$ cat src/rtl/core/rsd_pkg.sv
// ----------------------------------------------------------------------------
// Region strip decoder package
// Widths, parse phase codes, byte masks and the structs shared by the decoder.
// ----------------------------------------------------------------------------
package rsd_pkg;

	// Internal coordinate width; coordinates wrap at this width.
	localparam int COORD_BITS = 12;
	// Width of the coordinate fields on the ports.
	localparam int PIX_W = 12;

	typedef logic [COORD_BITS-1:0] coord_t;
	typedef logic [PIX_W-1:0]      pix_t;
	typedef logic [7:0]            byte_t;
	typedef logic [15:0]           colour_t;
	typedef logic [2:0]            phase_t;

	localparam phase_t PH_IDLE      = 3'd0;
	localparam phase_t PH_HDR_Y     = 3'd1;
	localparam phase_t PH_BULK_W    = 3'd2;
	localparam phase_t PH_BULK_H    = 3'd3;
	localparam phase_t PH_BULK_DX   = 3'd4;
	localparam phase_t PH_BULK_DY   = 3'd5;
	localparam phase_t PH_STRIP     = 3'd6;
	localparam phase_t PH_STRIP_OFF = 3'd7;

	localparam byte_t HIGH_BIT = 8'h80;
	localparam byte_t LOW7     = 8'h7F;

	localparam logic KIND_FILL = 1'b0;
	localparam logic KIND_END  = 1'b1;

	typedef struct packed {
		phase_t  phase;
		coord_t  base_x;
		coord_t  cursor_y;
		byte_t   held_width;
		byte_t   held_height;
		byte_t   held_dx;
		colour_t held_colour;
		logic    held_use_offset;
	} parse_state_t;

	typedef struct packed {
		logic    kind;
		pix_t    x;
		pix_t    y;
		byte_t   width;
		byte_t   height;
		colour_t colour;
	} rect_cmd_t;

	// Port coordinates are the low bits of the wrapped internal coordinate.
	function automatic pix_t to_pix(input coord_t c);
		return PIX_W'(c);
	endfunction

	function automatic coord_t to_coord(input pix_t p);
		return COORD_BITS'(p);
	endfunction

endpackage

$ cat src/rtl/core/rsd_parse.sv
// ----------------------------------------------------------------------------
// Region strip decoder: byte parser
// Next-state and command logic for one encoded byte of a region description.
// ----------------------------------------------------------------------------
module rsd_parse (
	input  rsd_pkg::parse_state_t state,
	input  rsd_pkg::byte_t        data_byte,
	input  logic                  start_region,
	input  rsd_pkg::pix_t         origin_x,
	input  rsd_pkg::pix_t         origin_y,
	input  rsd_pkg::colour_t      fill_colour,
	input  logic                  use_offset,
	output rsd_pkg::parse_state_t next_state,
	output logic                  emit,
	output rsd_pkg::rect_cmd_t    cmd
);
	import rsd_pkg::*;

	coord_t byte_c;
	coord_t low7_c;
	coord_t strip_row;

	assign byte_c    = COORD_BITS'(data_byte);
	assign low7_c    = COORD_BITS'(data_byte & LOW7);
	assign strip_row = ((data_byte & HIGH_BIT) != '0) ? state.cursor_y + COORD_BITS'(1)
		: state.cursor_y;

	always_comb begin
		next_state = state;
		emit       = 1'b0;
		cmd        = '0;
		cmd.kind   = KIND_FILL;
		if (start_region) begin
			// A start byte always opens a new region, abandoning any open one.
			next_state.held_colour     = fill_colour;
			next_state.held_use_offset = use_offset;
			next_state.base_x          = use_offset ? to_coord(origin_x) + byte_c
				: to_coord(origin_x);
			next_state.cursor_y        = to_coord(origin_y);
			next_state.held_width      = '0;
			next_state.held_height     = '0;
			next_state.held_dx         = '0;
			next_state.phase           = PH_HDR_Y;
		end else begin
			unique case (state.phase)
				PH_IDLE: begin
					next_state.phase = PH_IDLE;
				end
				PH_HDR_Y: begin
					if (state.held_use_offset) begin
						next_state.cursor_y = state.cursor_y + byte_c;
					end
					next_state.phase = PH_BULK_W;
				end
				PH_BULK_W: begin
					next_state.held_width = data_byte;
					next_state.phase      = (data_byte != '0) ? PH_BULK_H : PH_STRIP;
				end
				PH_BULK_H: begin
					next_state.held_height = data_byte;
					next_state.phase       = PH_BULK_DX;
				end
				PH_BULK_DX: begin
					next_state.held_dx = data_byte;
					next_state.phase   = PH_BULK_DY;
				end
				PH_BULK_DY: begin
					emit             = 1'b1;
					cmd.x            = to_pix(state.base_x + COORD_BITS'(state.held_dx));
					cmd.y            = to_pix(state.cursor_y + byte_c);
					cmd.width        = state.held_width;
					cmd.height       = state.held_height;
					cmd.colour       = state.held_colour;
					next_state.phase = PH_STRIP;
				end
				PH_STRIP: begin
					priority if ((data_byte & HIGH_BIT) != '0) begin
						next_state.cursor_y = state.cursor_y + low7_c;
					end else if (data_byte != '0) begin
						next_state.held_width = data_byte;
						next_state.phase      = PH_STRIP_OFF;
					end else begin
						emit             = 1'b1;
						cmd.kind         = KIND_END;
						next_state.phase = PH_IDLE;
					end
				end
				PH_STRIP_OFF: begin
					emit                = 1'b1;
					next_state.cursor_y = strip_row;
					cmd.x               = to_pix(state.base_x + low7_c);
					cmd.y               = to_pix(strip_row);
					cmd.width           = state.held_width;
					cmd.height          = 8'd1;
					cmd.colour          = state.held_colour;
					next_state.phase    = PH_STRIP;
				end
				default: begin
					next_state.phase = PH_IDLE;
				end
			endcase
		end
	end

endmodule

$ cat src/rtl/core/region_strip_decoder_unit.sv
// ----------------------------------------------------------------------------
// Region strip decoder unit
// Turns a byte stream describing a screen region into rectangle-fill commands.
// ----------------------------------------------------------------------------
//
//  Channel   Handshake                     Payload
//  -------   ---------------------------   ------------------------------------
//  item      item_valid / item_stall       data_byte, start_region, origin_x,
//                                          origin_y, fill_colour, use_offset
//  result    result_valid / result_stall   kind, rect_x, rect_y, rect_width,
//                                          rect_height, colour_out
//
//  One byte is taken per cycle; a command it causes is visible on the result
//  port in the cycle after its transfer. The single result register sets the
//  figure: a byte is refused only while that register holds a command that
//  the consumer is stalling. Reset puts the parser in its idle phase and
//  empties the result register.
//
// ----------------------------------------------------------------------------
module region_strip_decoder_unit (
	input  logic              clk,
	input  logic              arst_n,
	// Input byte channel.
	input  logic              item_valid,
	output logic              item_stall,
	input  rsd_pkg::byte_t    data_byte,
	input  logic              start_region,
	input  rsd_pkg::pix_t     origin_x,
	input  rsd_pkg::pix_t     origin_y,
	input  rsd_pkg::colour_t  fill_colour,
	input  logic              use_offset,
	// Result channel.
	output logic              result_valid,
	input  logic              result_stall,
	output logic              kind,
	output rsd_pkg::pix_t     rect_x,
	output rsd_pkg::pix_t     rect_y,
	output rsd_pkg::byte_t    rect_width,
	output rsd_pkg::byte_t    rect_height,
	output rsd_pkg::colour_t  colour_out
);
	import rsd_pkg::*;

	// Parser state: phase, working column base, current row and the values
	// held between the bytes of one record.
	parse_state_t state_q;
	parse_state_t next_state;

	// Result register and its valid flag.
	logic      result_valid_q;
	rect_cmd_t result_q;

	logic      emit;
	rect_cmd_t cmd;
	logic      item_xfer;

	// The result register can take a new command whenever it is empty or its
	// current command leaves in this cycle, so the stall is just that.
	assign item_stall = result_valid_q && result_stall;
	assign item_xfer  = item_valid && !item_stall;

	rsd_parse u_parse (
		.state        (state_q),
		.data_byte    (data_byte),
		.start_region (start_region),
		.origin_x     (origin_x),
		.origin_y     (origin_y),
		.fill_colour  (fill_colour),
		.use_offset   (use_offset),
		.next_state   (next_state),
		.emit         (emit),
		.cmd          (cmd)
	);

	// The parser state moves only on an accepted byte.
	always_ff @(posedge clk or negedge arst_n) begin
		if (!arst_n) begin
			state_q <= '{phase: PH_IDLE, default: '0};
		end else if (item_xfer) begin
			state_q <= next_state;
		end
	end

	// A transfer that produces a command refills the register; otherwise the
	// register empties once the consumer takes its command.
	always_ff @(posedge clk or negedge arst_n) begin
		if (!arst_n) begin
			result_valid_q <= 1'b0;
		end else if (item_xfer) begin
			result_valid_q <= emit || (result_valid_q && result_stall);
		end else if (!result_stall) begin
			result_valid_q <= 1'b0;
		end
	end

	always_ff @(posedge clk) begin
		if (item_xfer && emit) begin
			result_q <= cmd;
		end
	end

	assign result_valid = result_valid_q;
	assign kind         = result_q.kind;
	assign rect_x       = result_q.x;
	assign rect_y       = result_q.y;
	assign rect_width   = result_q.width;
	assign rect_height  = result_q.height;
	assign colour_out   = result_q.colour;

endmodule

$ cat config.mk
export PLATFORM = sky130hd
export DESIGN_NAME = region_strip_decoder_unit
export DESIGN_NICKNAME = d
export VERILOG_FILES = /design/src/rtl/core/rsd_pkg.sv /design/src/rtl/core/rsd_parse.sv /design/src/rtl/core/region_strip_decoder_unit.sv
export SDC_FILE = /design/constraint.sdc
export NUM_CORES = 1
export LEC_CHECK = 0
export ABC_AREA = 1
export BUFFER_PORTS_ARGS = -buffer_cell sky130_fd_sc_hd__buf_2
export CORE_ASPECT_RATIO = 1.4
export CORE_MARGIN = 4
export CORE_UTILIZATION = 52
export CTS_CLUSTER_DIAMETER = 40
export DETAILED_ROUTE_END_ITERATION = 7
export PLACE_DENSITY = 0.74
export RECOVER_POWER = 100
export SYNTH_ARGS = -nofsm -noshare
export SYNTH_HDL_FRONTEND = slang
export SYNTH_SLANG_ARGS = --single-unit
$ cat constraint.sdc
create_clock -name clk -period 3.7 [get_ports clk]
set_clock_uncertainty 0.1 [all_clocks]
set_input_delay 0.185 -clock clk [delete_from_list [all_inputs] [get_ports clk]]
set_output_delay 0.185 -clock clk [all_outputs]
set_load 0.02 [all_outputs]
* Yosys cells after proc, flatten, opt, wreduce, memory -nomap -nowiden
Cells that the tools add are included.
Storage, ports and cells: register bits after elaboration 126, input bits 54, output and inout port bits 59, logic and storage cells 76
Cells by class: add/sub/neg operators 6, equality and inequality tests 12, multiplexer cells 23, bitwise gates (word level) 1, reduce and logical (&&, ||, !) cells 19
Operators with widths (number):
- 56-bit one-hot mux with 2 select lines | 1
- 12-bit 2-to-1 mux | 4
- 12-bit by 8-bit adder with 12-bit output | 3
- 36-bit 2-to-1 mux | 1
- 12-bit one-hot mux with 3 select lines | 1
- 8-bit 2-to-1 mux | 4
- 12-bit by 7-bit adder with 12-bit output | 2
- 3-bit one-hot mux with 7 select lines | 1
- 8-bit one-hot mux with 2 select lines | 1
- 12-bit by 1-bit adder with 12-bit output (second input constant) | 1
- 3-bit equality test (second input constant) | 4
- 3-bit 2-to-1 mux | 4
- 3-bit != test (second input constant) | 3
- 2-bit AND reduction | 4
- 4-bit AND reduction | 2
- 8-bit nonzero test | 1
- 3-bit by 2-bit equality test with 1-bit output (second input constant) | 2
- 1-bit 2-to-1 mux | 5
- 2-bit nonzero test | 2
- 4-bit nonzero test | 1
- 2-bit OR reduction | 2
- 3-bit by 1-bit equality test with 1-bit output (second input constant) | 1
- 1-bit logical AND | 3
- 3-bit logical NOT | 1
- 7 further kinds | 7

* Longest topological paths before layout
Gate-level depths: netlist of the first run.
depth after elaboration 7, mapped depth 16, gate-level depth less buffers 15

* Hierarchy
From an unflattened synthesis of the first run, not the netlist that was laid out.
Unflattened totals: cell total of the unflattened synthesis 1084, area total of the unflattened synthesis 8003.9 um^2
By module, submodules not included:
- region_strip_decoder_unit | times used 1, cells each 359, area an instance 4450.5 um^2, seq. area each 3438.3 um^2
- rsd_parse | times used 1, cells each 725, area an instance 3553.4 um^2, seq. area each 0.0 um^2

* Worst setup path before layout of the first run
Ideal clock, no wire load.
path kind register -> register, from register state_q[67] (netlist bit), to register result_q (netlist bit colour_out[0]), enable pin, setup time 473 ps, arrival 3500 ps, data required time 3127 ps, setup slack -373 ps, stages on the path, launching flop included 9, path buffers 0, period minus slack after synthesis 4073 ps, cells stage by stage dfrtp_1 nand2_2 nor2_4 inv_2 nand2_2 nand2_2 nand2_1 inv_1 nor2_1
Between the ends: longest elaborated chain between the ends 5, elaborated cells between the ends (all ways) 7, those cells by class 3 x eq/ne; 2 x mux; 2 x reduce/logical
Ends and longest elaborated chain:
- from (decl) | RTL line region_strip_decoder_unit.sv:46 | parse_state_t state_q;
- from (signal assigned) | RTL line region_strip_decoder_unit.sv:80 | state_q <= next_state;
- 3-bit equality test | RTL line rsd_parse.sv:45 | unique case (state.phase)
- 2-bit OR reduction (no line)
- 1-bit one-hot mux with 2 select lines * | RTL line rsd_parse.sv:45
- 1-bit 2-to-1 mux * | RTL line rsd_parse.sv:33 | if (start_region) begin
- 1-bit logical AND * | RTL line region_strip_decoder_unit.sv:97 | if (item_xfer && emit) begin
- to (signal assigned) | RTL line region_strip_decoder_unit.sv:98 | result_q <= cmd;
- to (decl) | RTL line region_strip_decoder_unit.sv:51 | rect_cmd_t result_q;
Mark *: on every way between the ends. The rest lies on a longest branch, timed or not. A chain may end at the register's enable or synchronous reset.

* Worst setup path after layout of the first run
from input port start_region, to register state_q[49] (netlist bit)
Between the ends: longest elaborated chain between the ends 2, elaborated cells between the ends (all ways) 5, those cells by class 2 x eq/ne; 1 x mux; 2 x reduce/logical
Ends and longest elaborated chain:
- from (decl) | RTL line region_strip_decoder_unit.sv:27 | input logic start_region,
- 3-bit != test (no line) or 4-bit nonzero test (tied branches)
- 4-bit AND reduction (no line)
Several ways; a longest one is shown, not always the timed one.

==> results of run 1 <==
-- repair_timing --
item,4_1_cts,5_1_grt
buffers inserted,0,0
hold endpoints to repair,70,0
hold buffers,34,0
-- power by group through the flow --
stage | clock [W] | combinational [W] | sequential, W
2_1_floorplan | 0 | 0.000988 | 0.00179
3_3_place_gp | 0 | 0.00124 | 0.00184
3_5_place_dp | 0 | 0.00126 | 0.00185
4_1_cts | 0.00166 | 0.00130 | 0.00182
5_1_grt | 0.00172 | 0.00148 | 0.00185
6_report | 0.00164 | 0.00128 | 0.00183
-- cells by family after synthesis --
logic type / after synthesis / share of synthesized area (%)
AO/OA/AOI/OAI: 146 / 11.9
XOR/XNOR: 10 / 1.23
adder cells (fa/ha/maj): 31 / 5.78
buffers and inverters: 143 / 8.18
flip-flops: 126 / 48.4
AND/OR/NAND/NOR: 404 / 24.4
-- cell usage in the layout, fill, tap and decap left out, types with 34 or more instances in the layout --
cell,instances
nand2_1,216
inv_1,114
nor2_1,87
dfrtp_1,69
o21ai_0,67
clkbuf_1,66
nand3_1,62
edfxtp_1,57
buf_2,51
a21oi_1,43
dlygate4sd3_1,34
-- per-layer routing --
metal	vias up	track usage (%)
li1	3129	-
met1	2916	26.2
met5	-	0
met3	34	4.11
met2	206	43.1
met4	0	9.02
-- worst max-delay path, stage by stage --
cell and delay, ps:
clkbuf_1 1310, inv_1 540, nand2_1 200, o21ai_1 400
inv_4 290, nand2_1 80, nand2_1 60, nand3_1 70
nand2_1 70, inv_1 40
-- layout make-up --
cell class	instances	area share, %
Multi-Input combinational cell	591	35.2
Clock buffer	19	5.15
Inverter	119	5.24
Tap cell	182	2.65
Timing Repair Buffer	155	10.2
Sequential cell	126	40.0
Clock inverter	13	1.63
-- registers in the layout, summed over array words and instances, names as in the netlist --
name,cells
rect_y,12
rect_height,8
result_valid,1
rect_width,8
kind,1
rect_x,12
state_q,68
colour_out,16
-- per-stage QoR --
| step | area (µm²) | instances | hold slack, ps | power [W] | setup WS, ps |
|---|---|---|---|---|---|
| 2_1_floorplan | 7100 | 860 | -211 | 0.00278 | 612 |
| 3_3_place_gp | 7830 | 1139 | 271 | 0.00308 | 907 |
| 3_5_place_dp | 7830 | 1139 | 282 | 0.00310 | 814 |
| 4_1_cts | 8760 | 1205 | 1.50 | 0.00478 | 806 |
| 5_1_grt | 8600 | 1205 | 17.2 | 0.00505 | 268 |
| 6_report | 8600 | 1205 | 6.42 | 0.00475 | 632 |
-- path summary, 6_finish.rpt --
check	start	cells past startpoint	to
worst min register to register	state_q[39]$_DFFE_PN0P_	2	state_q[39]$_DFFE_PN0P_
min in group asynchronous	arst_n	2	state_q[43]$_DFFE_PN0P_
worst max-delay path	start_region	10	state_q[49]$_DFFE_PN0P_
worst min-delay path	origin_y[9]	5	state_q[50]$_DFFE_PN0P_
worst max register to register	state_q[67]$_DFFE_PN0P_	13	rect_x[11]$_SDFFCE_PP0P_
max in group asynchronous	arst_n	3	state_q[7]$_DFFE_PN0P_
==> out/metrics.cfg, run 1 <==
[placement]
dp_hpwl_um = 12700
portBuffers = 112
gp_congestion = 0.931

[power_and_ir_drop]
leakagePower_nw = 4.00
power.density_nw_per_um2 = 552
p_int_w = 0.00313
pwr-share-comb_pct = 27.1
peakVddDrop_uv = 336
seqPwrFrac_pct = 38.5
swShare_pct = 34.0
pwr-share-clk_pct = 34.5
power.switching_w = 0.00161

[logic_synthesis]
yosysWarnings = 0
synth_edf_count = 57
syn_avg_cell_area_um2 = 8.26
ys_seq_elements = 126
synth_common_cells = nand2_1, inv_1, nor2_1, dfrtp_1, o21ai_0
ys_seq_area_share_pct = 48.4
ys_types = 51
synthCells = 860
synth_largest_area_cell = dfrtp_1
synth.top_cells.by_area = dfrtp_1, edfxtp_1, nand2_1
async_flop_share_pct = 54.8
synth.most_common_cell = nand2_1
synth_area_um2 = 7100
synth_top_area_share_pct = 24.3
synthFlopType = dfrtp_1
syn_nets = 945

[route]
met2WireLength_um = 9430
wl_per_cell_um = 14.7
drt_iter0_drc = 370
drc = 0
dr.pass1.iters = 5
ant_nets = 0
num_vias = 6285
wl_um = 17700
top_layer = met4
vias_per_cell = 5.22
met3WireLength_um = 940
wl_met1_um = 6800

[final_layout]
fillCellCount = 1239
multi_input_area_um2 = 3030
area_growth_pct = 21.1
antennaDiodeCount = 0
fin_util_pct = 64.2
finalNetCount = 1095
drive_above_1_share_pct = 10.9
seqCellArea_um2 = 3440

[sta]
max_slew.worst_pin.slew_ps = 2260
finalHoldViolCount = 0
finalSetupViolCount = 0
rsz0062_at_grt = false
finalMaxSlewViolations = 96
period_share_pct = 82.9
setup_tns_ps = 0
max_slew_margin_pct = -50.7
min_period_ps = 3070
max_freq_mhz = 326

[status]
violations = max-capacitance violations, max-slew violations
status = complete, but fails checks

[floorplan]
pin_count = 113
start_util_pct = 53.0
die_w_um = 107
core_area_um2 = 13400
rows = 50
design.die.area_um2 = 15600
die_h_um = 146

[worst_setup_path]
crit_arrival_ps = 3280
critPathRequiredTime_ps = 3910
worstPathMaxFanout = 38
worst_setup_path_end_kind = flip-flop
critPathKind = in2reg
reg2reg_slack_ps = 680
startpoint_type = input port

[clocking]
cts_resized = 0
cts_max_path_buffers = 2
clockRootBuffer = clkbuf_16
clk_pin_slew_ps = 60
cts_tree = done
cts_buffers = 17
htreeDepth = 4
clock_latency_ps = 410
clock_sinks = 126

[global_route]
grt_usage_pct = 23.3
grt_antenna_before_repair = 0
grt_max_degree = 43
grt_overflow = 0
grt_pass1_vias = 6210
grt_pass1_wl_um = 29100

[flow_run]
cap_viol_max_count = 3

[min_path]
hold_class = in2reg

No activity file was read; power rests on OpenSTA's default activity.
==> run 2: changes to the inputs <==
- clock period: 3.7 -> 2.55 ns (I/O delays scaled with it)
==> run 2 against run 1 <==
Net effect: the run now ends clean; total power rose by 47%; sequential share of layout area fell by 0.95 points; combinational power rose by 57%; register-to-register slack got worse by 600 ps; sequential power rose by 43%; cell count rose by 1.7%; largest power group unchanged.
==> out/metrics.cfg, run 2 (synthesis gave the netlist of run 1 again) <==
[final_layout]
area_growth_pct = 24.1
max_flop_register = state_q
final_common_cell = nand2_1
finalNonFillerCells = 1226  ; +1.7%
antennaDiodeCount = 0  ; unchanged
fillCellCount = 1215  ; -1.9%
layout_common_cells = nand2_1, inv_1, nor2_1, dfrtp_1, o21ai_0
finalNetCount = 1116  ; +1.9%
drive_above_1_share_pct = 12.7  ; +1.9 points
largest_reg_flops = 68  ; unchanged

[placement]
gp_congestion = 0.935  ; +0.48%
portBuffers = 112  ; unchanged
dp.cells = 1151  ; +1.1%
dp_hpwl_um = 13000  ; +2.4%

[floorplan]
pin_count = 113  ; unchanged
core_area_um2 = 13400  ; unchanged
design.die.area_um2 = 15600  ; unchanged
die_h_um = 146  ; unchanged
rows = 50  ; unchanged
die_w_um = 107  ; unchanged
start_util_pct = 53.0  ; unchanged

[power_and_ir_drop]
power.density_nw_per_um2 = 794  ; +44%
power.switching_w = 0.00240  ; +49%
pwr-share-clk_pct = 34.0  ; -0.5 points
leakagePower_nw = 4.11  ; +2.7%
peakVddDrop_uv = 460  ; +37%
pwr-share-comb_pct = 28.7  ; +1.6 points
p_int_w = 0.00460  ; +47%
seqPwrFrac_pct = 37.3  ; -1.2 points
swShare_pct = 34.3  ; +0.33 points

[clocking]
clock_sinks = 126  ; unchanged
clock_latency_ps = 410  ; about the same
clockRootBuffer = clkbuf_16
cts_max_path_buffers = 2  ; unchanged
htreeDepth = 4  ; unchanged
clk_pin_slew_ps = 60  ; about the same
cts_buffers = 17  ; unchanged
cts_tree = done

[min_path]
hold_path_end = state_q[58]$_DFFE_PN0P_
hold_class = in2reg
hp-start = origin_x[5]
holdPathStages = 3  ; -2

[sta]
finalMaxSlewViolations = 0  ; -100%
rsz0062_at_grt = true
max_freq_mhz = 405
max_slew_margin_pct = 29.9  ; +81 points
finalSetupViolCount = 0  ; unchanged
setup_tns_ps = 0  ; unchanged
finalHoldViolCount = 0  ; unchanged
period_share_pct = 96.9
min_period_ps = 2470
max_slew.worst_pin.slew_ps = 1050  ; -1210 ps

[global_route]
grt_pass1_wl_um = 29900  ; +2.5%
grt_overflow = 0  ; unchanged
grt_pass1_vias = 6301  ; +1.5%
grt_usage_pct = 24.0  ; +0.66 points
grt_antenna_before_repair = 0  ; unchanged
grt_max_degree = 45  ; +4.7%

[worst_setup_path]
critPathKind = reg2reg
critPathRequiredTime_ps = 2600  ; -1310 ps
critPathTopFamily = simple AND/OR/NAND/NOR gates
startpoint_type = flip-flop
crit_arrival_ps = 2520  ; -760 ps
cp_cell_sequence = nand2_2, nor2_4, inv_6, nand2_1, o21ai_0, ha_2, fa_2, nand3_2, nand3_2, nand2_1, inv_1, nand2_1, nand3_2, xor2_1, nor2_1
worstReg2RegEnd = rect_x[6]$_SDFFCE_PP0P_
reg2reg_slack_ps = 80  ; -600 ps
worst-r2r-cell-count = 15  ; +2
worstPathMaxFanout = 16  ; -58%
path_buf_inv = 2  ; -2
worst_setup_path_end_kind = flip-flop
regToRegStartpoint = state_q[66]$_DFFE_PN0P_
slowest_delay_ps = 370  ; -940 ps
cp_slowest_cell = fa_2

[flow_run]
cap_viol_max_count = 0  ; -3

[route]
dr.pass1.iters = 5  ; unchanged
wl_per_cell_um = 14.8  ; +1.3%
vias_per_cell = 5.19  ; -0.56%
num_vias = 6359  ; +1.2%
ant_nets = 0  ; unchanged
drt_iter0_drc = 427  ; +15%
wl_um = 18200  ; +3.1%
drc = 0  ; unchanged

[status]
status = complete, no violations

## run 2: changes by cell type in the layout (fill, tap and decap cells not counted), moves of 2 or more
cell | before | now
nand3_1 | 62 | 59
dlygate4sd3_1 | 34 | 40
buf_4 | 4 | 16
nand3_2 | 0 | 3
clkbuf_2 | 1 | 3
clkinv_2 | 4 | 2
inv_6 | 3 | 6
## run 2: power by group through the flow
stage	combinational (W)	clock (W)	sequential [W]
after floorplan	0.00144	0	0.00260
after global placement	0.00191	0	0.00263
after detailed placement	0.00195	0	0.00264
after CTS	0.00201	0.00242	0.00260
after global routing	0.00229	0.00251	0.00264
final	0.00201	0.00238	0.00261
## run 2: area by class of cell
| class | instances | area, µm² | area share, % |
|---|---|---|---|
| Timing Repair Buffer | 176 | 1060 | 12.0 |
| Sequential cell | 126 | 3440 | 39.0 |
| Inverter | 119 | 455 | 5.17 |
| Multi-Input combinational cell | 591 | 3050 | 34.6 |
| Clock inverter | 14 | 156 | 1.77 |
| Tap cell | 182 | 228 | 2.58 |
| Clock buffer | 18 | 429 | 4.87 |
## run 2: worst max path at each step
| stage | start | end | slack, ps | depth (start not counted) |
|---|---|---|---|---|
| detailed placement | state_q[67]$_DFFE_PN0P_ | rect_x[11]$_SDFFCE_PP0P_ | 20 | 14 |
| global route | state_q[67]$_DFFE_PN0P_ | rect_x[11]$_SDFFCE_PP0P_ | -100 | 14 |
| floorplan | state_q[66]$_DFFE_PN0P_ | rect_x[10]$_SDFFCE_PP0P_ | 7 | 16 |
| global placement | state_q[67]$_DFFE_PN0P_ | rect_x[11]$_SDFFCE_PP0P_ | 140 | 13 |
| CTS | state_q[66]$_DFFE_PN0P_ | rect_x[6]$_SDFFCE_PP0P_ | 30 | 15 |
| finish | state_q[66]$_DFFE_PN0P_ | rect_x[6]$_SDFFCE_PP0P_ | 80 | 15 |
## run 2: worst register-to-register path, stage by stage, from the launching register on
cell and delay (ps):
dfrtp_1 360, nand2_2 80, nor2_4 160, inv_6 70
nand2_1 60, o21ai_0 90, ha_2 200, fa_2 370
nand3_2 100, nand3_2 90, nand2_1 70, inv_1 50
nand2_1 90, nand3_2 90, xor2_1 180, nor2_1 60
## run 2: through the flow
stage | instance area [µm²] | power [W] | utilization (%) | setup slack (ps) | hold WS (ps)
6_report | 8810 | 0.00700 | 65.8 | 79.9 | 7.71
4_1_cts | 8940 | 0.00703 | 66.8 | 32.4 | 10.9
5_1_grt | 8810 | 0.00744 | 65.8 | -95.4 | 31.6
3_5_place_dp | 7950 | 0.00458 | 59.4 | 21.6 | 237
3_3_place_gp | 7950 | 0.00454 | 59.4 | 135 | 230
2_1_floorplan | 7110 | 0.00404 | - | 7.35 | -268
## run 2: repair_timing
item,in CTS,in global routing
hold buffers,40,0
resized for setup,1,9
buffers inserted,0,3
gates cloned,0,0
pin swaps,0,3
endpoints found under the setup margin,1,4
endpoints found under the hold margin,75,0
## run 2: per-layer routing
metal / global-route usage, % / wire length (µm)
met5: 0 / 0
met4: 9.40 / 668
met3: 4.60 / 1010
met2: 43.5 / 9520
met1: 27.5 / 7000
==> run 3: changes to the inputs <==
- CORE_UTILIZATION: 52 -> 53
- CTS_BUF_LIST: unset -> sky130_fd_sc_hd__clkbuf_4 sky130_fd_sc_hd__clkbuf_8
- PLACE_DENSITY: 0.74 -> 0.75
- clock period: 2.55 -> 2.1 ns (I/O delays scaled with it)
==> run 3 against run 2 <==
Net effect: via count is 3.6% higher; largest power group unchanged; flip-flop and latch count is the same; setup slack got worse by 290 ps; critical path type unchanged; the run now ends with negative setup slack left.
==> out/metrics.cfg, run 3 (synthesis gave the netlist of run 1 again) <==
[worst_setup_path]
critPathKind = reg2reg
critPathRequiredTime_ps = 2200  ; -400 ps
cp_slowest_cell = dfrtp_1
slowest_delay_ps = 370  ; about the same
startpoint_type = flip-flop
worst_setup_path_end_kind = flip-flop
cp_cell_sequence = inv_2, nor2_4, inv_6, nand2_1, o21ai_1, ha_2, fa_2, nand3_2, nand3_2, nand4_1, nand2_1, nand2_2, inv_2, a21oi_2, nor2_1
worstPathMaxFanout = 16  ; unchanged
crit_arrival_ps = 2400  ; -120 ps

[power_and_ir_drop]
power.density_nw_per_um2 = 909  ; +14%
leakagePower_nw = 4.28  ; +4.0%
peakVddDrop_uv = 617  ; +34%
finalPower_w = 0.00836  ; +19%

[clocking]
clock_sinks = 126  ; unchanged
htreeDepth = 4  ; unchanged
clock_latency_ps = 440  ; +30 ps
clockRootBuffer = clkbuf_8
cts_buffers = 17  ; unchanged
cts_max_path_buffers = 2  ; unchanged
clk_pin_slew_ps = 80  ; +20 ps
cts_tree = done

[sta]
max_slew.worst_pin.slew_ps = 1020  ; -35.9 ps
finalSetupViolCount = 11  ; +11
finalMaxSlewViolations = 0  ; unchanged
min_period_ps = 2310  ; -164 ps
max_slew_margin_pct = 32.3  ; +2.4 points
finalHoldViolCount = 0  ; unchanged
setup_ws_ps = -206  ; -286 ps
rsz0062_at_grt = true
period_share_pct = 110  ; +13 points
setup_tns_ps = -1140  ; -1140 ps
max_freq_mhz = 434  ; +7.1%

[global_route]
grt_antenna_before_repair = 0  ; unchanged
grt_overflow = 0  ; unchanged
grt_pass1_vias = 6539  ; +3.8%
grt_max_degree = 70  ; +56%
grt_usage_pct = 24.8  ; +0.88 points
grt_pass1_wl_um = 30500  ; +2.1%

[route]
vias_per_cell = 5.22  ; +0.62%
wl_per_cell_um = 15.0  ; +0.71%
drc = 0  ; unchanged
dr.pass1.iters = 5  ; unchanged
drt_iter0_drc = 375  ; -12%
ant_nets = 0  ; unchanged
num_vias = 6586  ; +3.6%
wl_um = 18900  ; +3.7%

[final_layout]
drive_above_1_share_pct = 20.4  ; +7.6 points
antennaDiodeCount = 0  ; unchanged
fin_util_pct = 70.8  ; +4.9 points
finish.instance_area_um2 = 9200  ; +4.4%
final_common_cell = nand2_1
largest_reg_flops = 68  ; unchanged
area_growth_pct = 29.6
finalNetCount = 1156  ; +3.6%
layout_common_cells = nand2_1, inv_1, nor2_1, dfrtp_1, clkbuf_1
max_flop_register = state_q

[flow_run]
cap_viol_max_count = 0  ; unchanged

[placement]
gp_congestion = 0.956  ; +2.2%
place_ws_ps = -241  ; -263 ps
dpl_cell_area_um2 = 8190  ; +3.1%
portBuffers = 112  ; unchanged
dp_hpwl_um = 13200  ; +1.6%

[floorplan]
die_h_um = 145  ; -0.90%
rows = 49  ; -2.0%
design.die.area_um2 = 15300  ; -1.8%
core_area_um2 = 13000  ; -2.9%
pin_count = 113  ; unchanged
start_util_pct = 54.6  ; +1.6 points
die_w_um = 106  ; -0.88%

[min_path]
hold_class = in2reg

[status]
status = complete, but fails checks
violations = negative setup slack

[run 3: cell types whose count changed in the layout (fill, tap and decap cells not counted), sizes merged]
cell	change
clkbuf	-7
inv	+4
clkinvlp	-3
buf	+39
dlygate4sd3	+7
[run 3: power by group]
group	internal [W]	switching [W]	total (W)
logic	0.00129	0.00175	0.00304
registers	0.00289	0.000234	0.00312
clock network	0.00110	0.00110	0.00220
[run 3: path summary, 6_finish.rpt]
| kind | start | endpoint | slack (ps) | cells after the start |
|---|---|---|---|---|
| max | state_q[65]$_DFFE_PN0P_ | rect_x[10]$_SDFFCE_PP0P_ | -210 | 15 |
| min | item_valid | state_q[67]$_DFFE_PN0P_ | 40 | 4 |
| max reg2reg | state_q[65]$_DFFE_PN0P_ | rect_x[10]$_SDFFCE_PP0P_ | -210 | 15 |
| min reg2reg | state_q[31]$_DFFE_PN0P_ | state_q[31]$_DFFE_PN0P_ | 400 | 2 |
| max in group asynchronous | arst_n | state_q[67]$_DFFE_PN0P_ | 820 | 3 |
| min in group asynchronous | arst_n | state_q[42]$_DFFE_PN0P_ | 350 | 3 |
[run 3: critical path, delay by kind of cell (launching register included)]
family / cells / cell delay (ps)
compound gates: 2 / 170
fa+ha+maj: 2 / 540
buf+inv: 3 / 180
flops: 1 / 370
simple gates: 8 / 690
[run 3: timing repair]
action | CTS | global route
setup endpoints to repair | 16 | 26
hold buffers | 47 | 0
gates cloned | 0 | 0
pin swaps | 1 | 14
gates resized for setup | 15 | 35
hold endpoints to repair | 111 | 0
buffers inserted | 1 | 7
[run 3: routing by layer]
| metal | wire length [µm] | global-route usage (%) |
|---|---|---|
| met1 | 7080 | 27.6 |
| met5 | 0 | 0 |
| met4 | 829 | 11.9 |
| met3 | 940 | 4.18 |
| met2 | 10000 | 45.5 |
[run 3: layout make-up]
| cell class | count | area [µm²] |
|---|---|---|
| Inverter | 119 | 455 |
| Timing Repair Buffer | 216 | 1410 |
| Tap cell | 178 | 223 |
| Multi-Input combinational cell | 591 | 3260 |
| Sequential cell | 126 | 3440 |
| Fill cell | 1072 | 3800 |
| Clock inverter | 15 | 178 |
| Clock buffer | 17 | 234 |
[run 3: through the flow]
| step | hold WS [ps] | instances |
|---|---|---|
| after floorplan | -291 | 860 |
| after global placement | 60.5 | 1175 |
| after detailed placement | 55.4 | 1175 |
| after CTS | 48.7 | 1255 |
| after global routing | 56.2 | 1262 |
| final | 42.1 | 1262 |
